==> src/design/rau_pkg.sv <==
// ----------------------------------------------------------------------------
// rau_pkg
// Shared types and constants of the rational arithmetic unit.
// ----------------------------------------------------------------------------
`default_nettype none

package rau_pkg;

  localparam int unsigned ValueWidthDefault = 32;

  typedef enum logic [2:0] {
    MODE_ADD = 3'd0,
    MODE_SUB = 3'd1,
    MODE_MUL = 3'd2,
    MODE_DIV = 3'd3,
    MODE_EQ  = 3'd4,
    MODE_LT  = 3'd5
  } mode_e;

  typedef enum logic [1:0] {
    ST_OK       = 2'd0,
    ST_ZERO_DEN = 2'd1,
    ST_DIV_ZERO = 2'd2,
    ST_OVERFLOW = 2'd3
  } status_e;

  typedef enum logic [3:0] {
    S_IDLE,
    S_CHECK,
    S_MUL_P,
    S_MUL_Q,
    S_MUL_D,
    S_PREP,
    S_GCD,
    S_GCD_WAIT,
    S_NUM_DIV,
    S_NUM_WAIT,
    S_DEN_DIV,
    S_DEN_WAIT,
    S_FINISH
  } state_e;

endpackage

`default_nettype wire

==> src/design/rau_div.sv <==
// ----------------------------------------------------------------------------
// rau_div
// Restoring unsigned divider that develops one quotient bit per cycle.
// ----------------------------------------------------------------------------
`default_nettype none

module rau_div #(
  parameter int unsigned N = 64
) (
  input  logic         clk_i,
  input  logic         rst_ni,
  input  logic         start_i,
  input  logic [N-1:0] dividend_i,
  input  logic [N-1:0] divisor_i,
  output logic         done_o,
  output logic [N-1:0] quot_o,
  output logic [N-1:0] rem_o
);

  localparam int unsigned CW = $clog2(N + 1);

  logic [N-1:0]  rem_q, rem_d, quot_q, quot_d, dsr_q;
  logic [CW-1:0] cnt_q, cnt_d;
  logic          run_q, run_d, done_q, done_d;
  logic [N:0]    trial;
  logic [N:0]    diff;

  assign trial = {rem_q, quot_q[N-1]};
  assign diff  = trial - {1'b0, dsr_q};

  always_comb begin
    rem_d  = rem_q;
    quot_d = quot_q;
    cnt_d  = cnt_q;
    run_d  = run_q;
    done_d = 1'b0;
    if (start_i) begin
      rem_d  = '0;
      quot_d = dividend_i;
      cnt_d  = CW'(N);
      run_d  = 1'b1;
    end else if (run_q) begin
      if (!diff[N]) begin
        rem_d  = diff[N-1:0];
        quot_d = {quot_q[N-2:0], 1'b1};
      end else begin
        rem_d  = trial[N-1:0];
        quot_d = {quot_q[N-2:0], 1'b0};
      end
      cnt_d = cnt_q - 1'b1;
      if (cnt_q == CW'(1)) begin
        run_d  = 1'b0;
        done_d = 1'b1;
      end
    end
  end

  always_ff @(posedge clk_i or negedge rst_ni) begin
    if (!rst_ni) begin
      cnt_q  <= '0;
      run_q  <= 1'b0;
      done_q <= 1'b0;
    end else begin
      cnt_q  <= cnt_d;
      run_q  <= run_d;
      done_q <= done_d;
    end
  end

  always_ff @(posedge clk_i) begin
    rem_q  <= rem_d;
    quot_q <= quot_d;
    if (start_i) begin
      dsr_q <= divisor_i;
    end
  end

  assign done_o = done_q;
  assign quot_o = quot_q;
  assign rem_o  = rem_q;

endmodule

`default_nettype wire

==> src/design/rational_arithmetic_unit.sv <==
// ----------------------------------------------------------------------------
// rational_arithmetic_unit
// Exact add, subtract, multiply, divide and compare on two fractions.
// ----------------------------------------------------------------------------
// A request is taken when start is high and busy is low, and the result
// appears for exactly one cycle with done_o high; the receiver cannot stall
// it. One shared multiplier forms the cross products in states S_MUL_P,
// S_MUL_Q and S_MUL_D. A bit-serial divider runs Euclid's algorithm, one
// modulo per gcd step, and then does two divisions that reduce the fraction.
// Zero denominators, division by zero and unused modes are caught in S_CHECK,
// before the multiplier is used; comparisons end in S_MUL_D and zero results
// in S_PREP. Busy drops when the strobe starts, so the next request can be
// taken then.
`default_nettype none

module rational_arithmetic_unit #(
  parameter int unsigned VALUE_WIDTH = rau_pkg::ValueWidthDefault
) (
  input  logic               clk_i,
  input  logic               rst_ni,
  input  logic               start,
  output logic               busy,
  input  logic [2:0]         mode_i,
  input  logic signed [31:0] a_num_i,
  input  logic signed [31:0] a_den_i,
  input  logic signed [31:0] b_num_i,
  input  logic signed [31:0] b_den_i,
  output logic               done_o,
  output logic signed [31:0] res_num_o,
  output logic [30:0]        res_den_o,
  output logic               compare_true_o,
  output logic [1:0]         status_o
);

  import rau_pkg::*;

  localparam int unsigned W  = VALUE_WIDTH;
  localparam int unsigned PW = 2 * VALUE_WIDTH;
  localparam logic [PW-1:0] Lim = {{(W + 1){1'b0}}, {(W - 1){1'b1}}};

  state_e state_q, state_d;

  logic [2:0]            mode_q;
  logic signed [W-1:0]   an_q, ad_q, bn_q, bd_q;
  logic signed [W-1:0]   mul_a, mul_b;
  logic signed [PW-1:0]  prod;
  logic signed [PW-1:0]  p_q, q_q, d_q;
  logic signed [PW:0]    num_s;
  logic signed [PW-1:0]  den_s;
  logic [PW-1:0]         nmag, dmag;
  logic [PW-1:0]         nmag_q, dmag_q, ga_q, gb_q, rn_q;
  logic                  neg_q;

  logic                  div_start, div_done;
  logic [PW-1:0]         div_dvd, div_dsr, div_quot, div_rem;

  logic                  fin;
  logic [W-1:0]          fin_num;
  logic [W-2:0]          fin_den;
  logic                  fin_cmp;
  status_e               fin_status;
  logic [PW-1:0]         ovf_lim;
  logic [W-1:0]          rn_low;

  logic                  done_q;
  logic signed [31:0]    res_num_q;
  logic [30:0]           res_den_q;
  logic                  cmp_q;
  logic [1:0]            status_q;

  rau_div #(
    .N (PW)
  ) u_div (
    .clk_i      (clk_i),
    .rst_ni     (rst_ni),
    .start_i    (div_start),
    .dividend_i (div_dvd),
    .divisor_i  (div_dsr),
    .done_o     (div_done),
    .quot_o     (div_quot),
    .rem_o      (div_rem)
  );

  always_comb begin
    mul_a = an_q;
    mul_b = bd_q;
    case (state_q)
      S_MUL_P: begin
        mul_a = an_q;
        mul_b = (mode_q == MODE_MUL) ? bn_q : bd_q;
      end
      S_MUL_Q: begin
        mul_a = ad_q;
        mul_b = bn_q;
      end
      S_MUL_D: begin
        mul_a = ad_q;
        mul_b = bd_q;
      end
      default: begin
        mul_a = an_q;
        mul_b = bd_q;
      end
    endcase
  end

  assign prod = mul_a * mul_b;

  always_comb begin
    case (mode_q)
      MODE_ADD: num_s = {p_q[PW-1], p_q} + {q_q[PW-1], q_q};
      MODE_SUB: num_s = {p_q[PW-1], p_q} - {q_q[PW-1], q_q};
      default:  num_s = {p_q[PW-1], p_q};
    endcase
    den_s = (mode_q == MODE_DIV) ? q_q : d_q;
    nmag  = num_s[PW] ? PW'(-num_s) : num_s[PW-1:0];
    dmag  = den_s[PW-1] ? -den_s : den_s;
  end

  assign ovf_lim = neg_q ? Lim + 1'b1 : Lim;
  assign rn_low  = neg_q ? -rn_q[W-1:0] : rn_q[W-1:0];

  always_comb begin
    fin        = 1'b0;
    fin_num    = '0;
    fin_den    = (W - 1)'(1);
    fin_cmp    = 1'b0;
    fin_status = ST_OK;
    div_start  = 1'b0;
    div_dvd    = ga_q;
    div_dsr    = gb_q;
    case (state_q)
      S_CHECK: begin
        if (ad_q == '0 || bd_q == '0) begin
          fin        = 1'b1;
          fin_status = ST_ZERO_DEN;
        end else if (mode_q > MODE_LT) begin
          fin = 1'b1;
        end else if (mode_q == MODE_DIV && bn_q == '0) begin
          fin        = 1'b1;
          fin_status = ST_DIV_ZERO;
        end
      end
      S_MUL_D: begin
        if (mode_q == MODE_EQ) begin
          fin     = 1'b1;
          fin_cmp = (p_q == q_q);
        end else if (mode_q == MODE_LT) begin
          fin     = 1'b1;
          fin_cmp = (p_q < q_q);
        end
      end
      S_PREP: begin
        fin = (num_s == '0);
      end
      S_GCD: begin
        div_start = (gb_q != '0);
      end
      S_NUM_DIV: begin
        div_start = 1'b1;
        div_dvd   = nmag_q;
        div_dsr   = ga_q;
      end
      S_DEN_DIV: begin
        div_start = 1'b1;
        div_dvd   = dmag_q;
        div_dsr   = ga_q;
      end
      S_FINISH: begin
        fin = 1'b1;
        if (div_quot > Lim || rn_q > ovf_lim) begin
          fin_status = ST_OVERFLOW;
        end else begin
          fin_num = rn_low;
          fin_den = div_quot[W-2:0];
        end
      end
      default: begin
        fin = 1'b0;
      end
    endcase
  end

  always_comb begin
    state_d = state_q;
    case (state_q)
      S_IDLE:     if (start) state_d = S_CHECK;
      S_CHECK:    state_d = fin ? S_IDLE : S_MUL_P;
      S_MUL_P:    state_d = S_MUL_Q;
      S_MUL_Q:    state_d = S_MUL_D;
      S_MUL_D:    state_d = fin ? S_IDLE : S_PREP;
      S_PREP:     state_d = fin ? S_IDLE : S_GCD;
      S_GCD:      state_d = (gb_q != '0) ? S_GCD_WAIT : S_NUM_DIV;
      S_GCD_WAIT: if (div_done) state_d = S_GCD;
      S_NUM_DIV:  state_d = S_NUM_WAIT;
      S_NUM_WAIT: if (div_done) state_d = S_DEN_DIV;
      S_DEN_DIV:  state_d = S_DEN_WAIT;
      S_DEN_WAIT: if (div_done) state_d = S_FINISH;
      S_FINISH:   state_d = S_IDLE;
      default:    state_d = S_IDLE;
    endcase
  end

  always_ff @(posedge clk_i or negedge rst_ni) begin
    if (!rst_ni) begin
      state_q <= S_IDLE;
      done_q  <= 1'b0;
    end else begin
      state_q <= state_d;
      done_q  <= fin;
    end
  end

  always_ff @(posedge clk_i) begin
    if (state_q == S_IDLE && start) begin
      mode_q <= mode_i;
      an_q   <= a_num_i[W-1:0];
      ad_q   <= a_den_i[W-1:0];
      bn_q   <= b_num_i[W-1:0];
      bd_q   <= b_den_i[W-1:0];
    end
    if (state_q == S_MUL_P) begin
      p_q <= prod;
    end
    if (state_q == S_MUL_Q) begin
      q_q <= prod;
    end
    if (state_q == S_MUL_D) begin
      d_q <= prod;
    end
    if (state_q == S_PREP) begin
      nmag_q <= nmag;
      dmag_q <= dmag;
      ga_q   <= nmag;
      gb_q   <= dmag;
      neg_q  <= num_s[PW] ^ den_s[PW-1];
    end
    if (state_q == S_GCD_WAIT && div_done) begin
      ga_q <= gb_q;
      gb_q <= div_rem;
    end
    if (state_q == S_NUM_WAIT && div_done) begin
      rn_q <= div_quot;
    end
    if (fin) begin
      res_num_q <= 32'(signed'(fin_num));
      res_den_q <= 31'(fin_den);
      cmp_q     <= fin_cmp;
      status_q  <= fin_status;
    end
  end

  assign busy           = (state_q != S_IDLE);
  assign done_o         = done_q;
  assign res_num_o      = res_num_q;
  assign res_den_o      = res_den_q;
  assign compare_true_o = cmp_q;
  assign status_o       = status_q;

  assert property (@(posedge clk_i) disable iff (!rst_ni) done_o |-> !busy)
    else $error("Result strobe while the unit is busy.");

  assert property (@(posedge clk_i) disable iff (!rst_ni) start && !busy |=> busy)
    else $error("Accepted request did not make the unit busy.");

  assert property (@(posedge clk_i) disable iff (!rst_ni)
      div_done |-> (state_q == S_GCD_WAIT || state_q == S_NUM_WAIT ||
                    state_q == S_DEN_WAIT))
    else $error("Divider finished outside a wait state.");

  assert property (@(posedge clk_i) disable iff (!rst_ni)
      done_o |-> (res_den_o != '0))
    else $error("Result denominator is zero.");

endmodule

`default_nettype wire

==> config.mk <==
export PLATFORM = sky130hd
export DESIGN_NAME = rational_arithmetic_unit
export DESIGN_NICKNAME = d
export VERILOG_FILES = /design/src/design/rau_pkg.sv /design/src/design/rau_div.sv /design/src/design/rational_arithmetic_unit.sv
export SDC_FILE = /design/constraint.sdc
export NUM_CORES = 2
export LEC_CHECK = 0
export ABC_AREA = 1
export BUFFER_PORTS_ARGS = -buffer_cell sky130_fd_sc_hd__buf_4
export CORE_AREA = 2 2 400 442
export CTS_BUF_LIST = sky130_fd_sc_hd__clkbuf_8
export DETAILED_ROUTE_END_ITERATION = 10
export DIE_AREA = 0 0 402 444
export PLACE_DENSITY = 0.68
export SLEW_MARGIN = 20
export SYNTH_ARGS = -nofsm -noshare
export SYNTH_HDL_FRONTEND = slang
export SYNTH_HIERARCHICAL = 1
export SYNTH_SLANG_ARGS = --single-unit
==> constraint.sdc <==
create_clock -name clk_i -period 30.3 [get_ports clk_i]
set_input_delay 1.515 -clock clk_i [delete_from_list [all_inputs] [get_ports clk_i]]
set_output_delay 1.515 -clock clk_i [all_outputs]
set_load 0.02 [all_outputs]
==> results.toml <==
[layout]
num-nets-final = 13870
syn_to_final_growth_pct = 7.372
postLayoutCoreUtil_pct = 58.70
final.fill_count = 15880
drive_above_1_share_pct = 6.021
final_design_area_no_fill_sq_um = 102200

[setup_path]
cp_top_family = "adder cells"
worst_setup_path_start_kind = "flop"
end_kind = "flop"
critical-path-slowest-cell = "fa_1"
crit_top_cell = "inv_1"
critical_path.max_fanout = 64
critical_path_buf_inv_count = 12
timing.critical_path.arrival_ps = 14080
critical_path.reg2reg.startpoint = "state_q[2]$_DFFE_PN0P_"
timing_worst_setup_path_type = "reg -> reg"
critical_path.max_stage_delay_ps = 1080
wp_data_required_ps = 30930
crit_path_start = "state_q[2]$_DFFE_PN0P_"
ff2ff_setup_slack_ps = 16850

[synth]
largest_cells_by_area_after_synthesis = "edfxtp_1 26%, fa_1 23%, nand2_1 13%"
synthesis.nets = 13770
synthesis.area_sq_um = 95150
synthDistinctLibCells = 70
synth-edff-count = 838
synth_top_area_share_pct = 26.45
post_synth_most_frequent_cells = "3,293 x nand2_1, 2,484 x inv_1, 1,411 x nor2_1"
most_used_dff_post_synth = "edfxtp_1"
synth_area_per_cell_sq_um = 7.842
ys_seq_area_share_pct = 28.16
synthMostInstantiatedCell = "nand2_1"
total_of_flip_flops_plus_latches_after_synthesis = 916
number_of_standard_cells_after_synthesis = 12130
yosys_warnings = 6
synth_top_area_cell = "edfxtp_1"
synthArstFlopShare_pct = 1.528

[flow_run]
max-cap-violations = 0

[detailed_routing]
drtPass1Iterations = 8
vias = 82990
route.detailed.drc = 0
wirelength_per_cell_um = 24.67
final_antenna_net_count = 0
detailedRoute.firstIterationViolations = 8395
vias_per_cell = 5.668
wirelength_um = 361300

[timing]
final.setup.tns_ps = 0
rsz0062_at_grt = "no"
finalWorstPathRequiredPeriod_ps = 13450
fin_worst_skew_ps = 101.7
tightest_slew_ps = 1219
timing.slew.headroom_pct = 18.04
hold_slack_ps = 391.0
final_setup_violation_count = 0
timing.fmax_mhz = 74.34
report.final.slew_viol_count = 0
hold_violations_final = 0
finalCritPeriodShare_pct = 44.39

[floorplanning]
design.die.area_sq_um = 178500
fp.dieH_um = 444
core_area_sq_um = 174000
boundaryPins = 202
initial_core_util_pct = 54.67
fp-row-count = 161
dieWidth_um = 402

[clock_tree]
cts_tree = "built"
clk_transition_reported_paths_ps = 60
htreeDepth = 4
cts_sinks = 916
cts-resized-gates = 0
hold_buffers = 0
skew_pair_late_insertion_delay_ps = 1030
cts-root-to-sink-buffers = 3
numCtsBuffers = 151
post_cts.repair.setup_buffers = 0
cts.root.buffer_cell = "clkbuf_8"

[placed_design]
io_buffers = 201
post-dp-hpwl_um = 290200
dpl-instance-area_sq_um = 98980
gp_routability_congestion = 1.102

[grt]
via_count_of_the_first_global_routing_pass = 85650
global_route_wire_length_before_repair_um = 532800
grt.overflow.total = 0
initial_antenna_violation_count = 8
grt_start_max_net_pins = 129
grt_util_all_layers_pct = 40.67

[min_path]
holdCritPathClass = "in -> async"

[status]
result_of_the_run = "finished, final reports clean"
layout make-up:
class                      count  area (sq um)  area share (%)
clock buffer                 167          2298           2.250
tap                         2282          2855           2.795
multi-input combinational   8318         57390           56.18
antenna                        4         10.01        0.009797
clock inverter               105         882.1          0.8634
inverter                    2526          9487           9.285
timing repair buffer         324          2445           2.393
sequential                   916         26800           26.23
cell usage in the layout (no fill, tap or decap), types with 167 or more instances in the layout:
master / count
nand2_1: 3289
inv_1: 2522
nor2_1: 1402
fa_1: 1085
edfxtp_1: 838
nand3_1: 579
ha_1: 414
a21oi_1: 400
buf_4: 323
o21ai_0: 244
clkbuf_8: 167
worst register-to-register path, delay by kind of cell (launching register included):
kind	cells	cell delay [ps]
AND/OR/NAND/NOR	9	3270
XOR/XNOR	1	200
adder cells (fa/ha/maj)	9	5190
flip-flops	1	450
buffers and inverters	12	3070
AO/OA/AOI/OAI	3	900
registers in the layout (all words and copies together), names as in the netlist, 64 cells and up:
register,count
d_q,64
dmag_q,64
ga_q,64
gb_q,64
nmag_q,64
p_q,64
q_q,64
rn_q,64
u_div/dsr_q,64
u_div/quot_o,64
u_div/rem_o,64
through the flow:
| step | cells | setup slack (ps) |
|---|---|---|
| finish | 14640 | 16850 |
| global placement | 14370 | 17380 |
| CTS | 14640 | 17280 |
| floorplan | 12130 | 18180 |
| detailed placement | 14370 | 17360 |
| global route | 14640 | 16480 |
metal layers:
metal / global-route usage, % / wire length (um) / vias to the layer above
met3: 7.988 / 30610 / 1295
met4: 32.98 / 35810 / 6
met2: 66.97 / 169000 / 4445
met1: 46.15 / 125800 / 40000
met5: 0 / 46 / -
li1: - / - / 37250
path summary, 6_finish.rpt:
kind	cells past startpoint	endpoint
worst max-delay path	34	q_q[60]$_DFFE_PN_
worst min-delay path	1	done_o$_DFF_PN0_
worst max register to register	34	q_q[60]$_DFFE_PN_
worst min register to register	0	rn_q[44]$_DFFE_PP_
max in group asynchronous	1	u_div/cnt_q[4]$_DFFE_PN0P_
min in group clk_i	0	rn_q[44]$_DFFE_PP_
logic make-up after synthesis:
kind of cell,Yosys count,synth area share [%]
multiplexers,21,0.2485
flip-flops,916,28.16
AND/OR/NAND/NOR,5689,24.39
adder cells (fa/ha/maj),1499,28.27
buffers and inverters,2899,11.71
XOR/XNOR,237,2.181
AO/OA/AOI/OAI,872,5.035
Power is not shown: default switching activity piles up to over one toggle a cycle in this logic, so the estimate is an artifact.
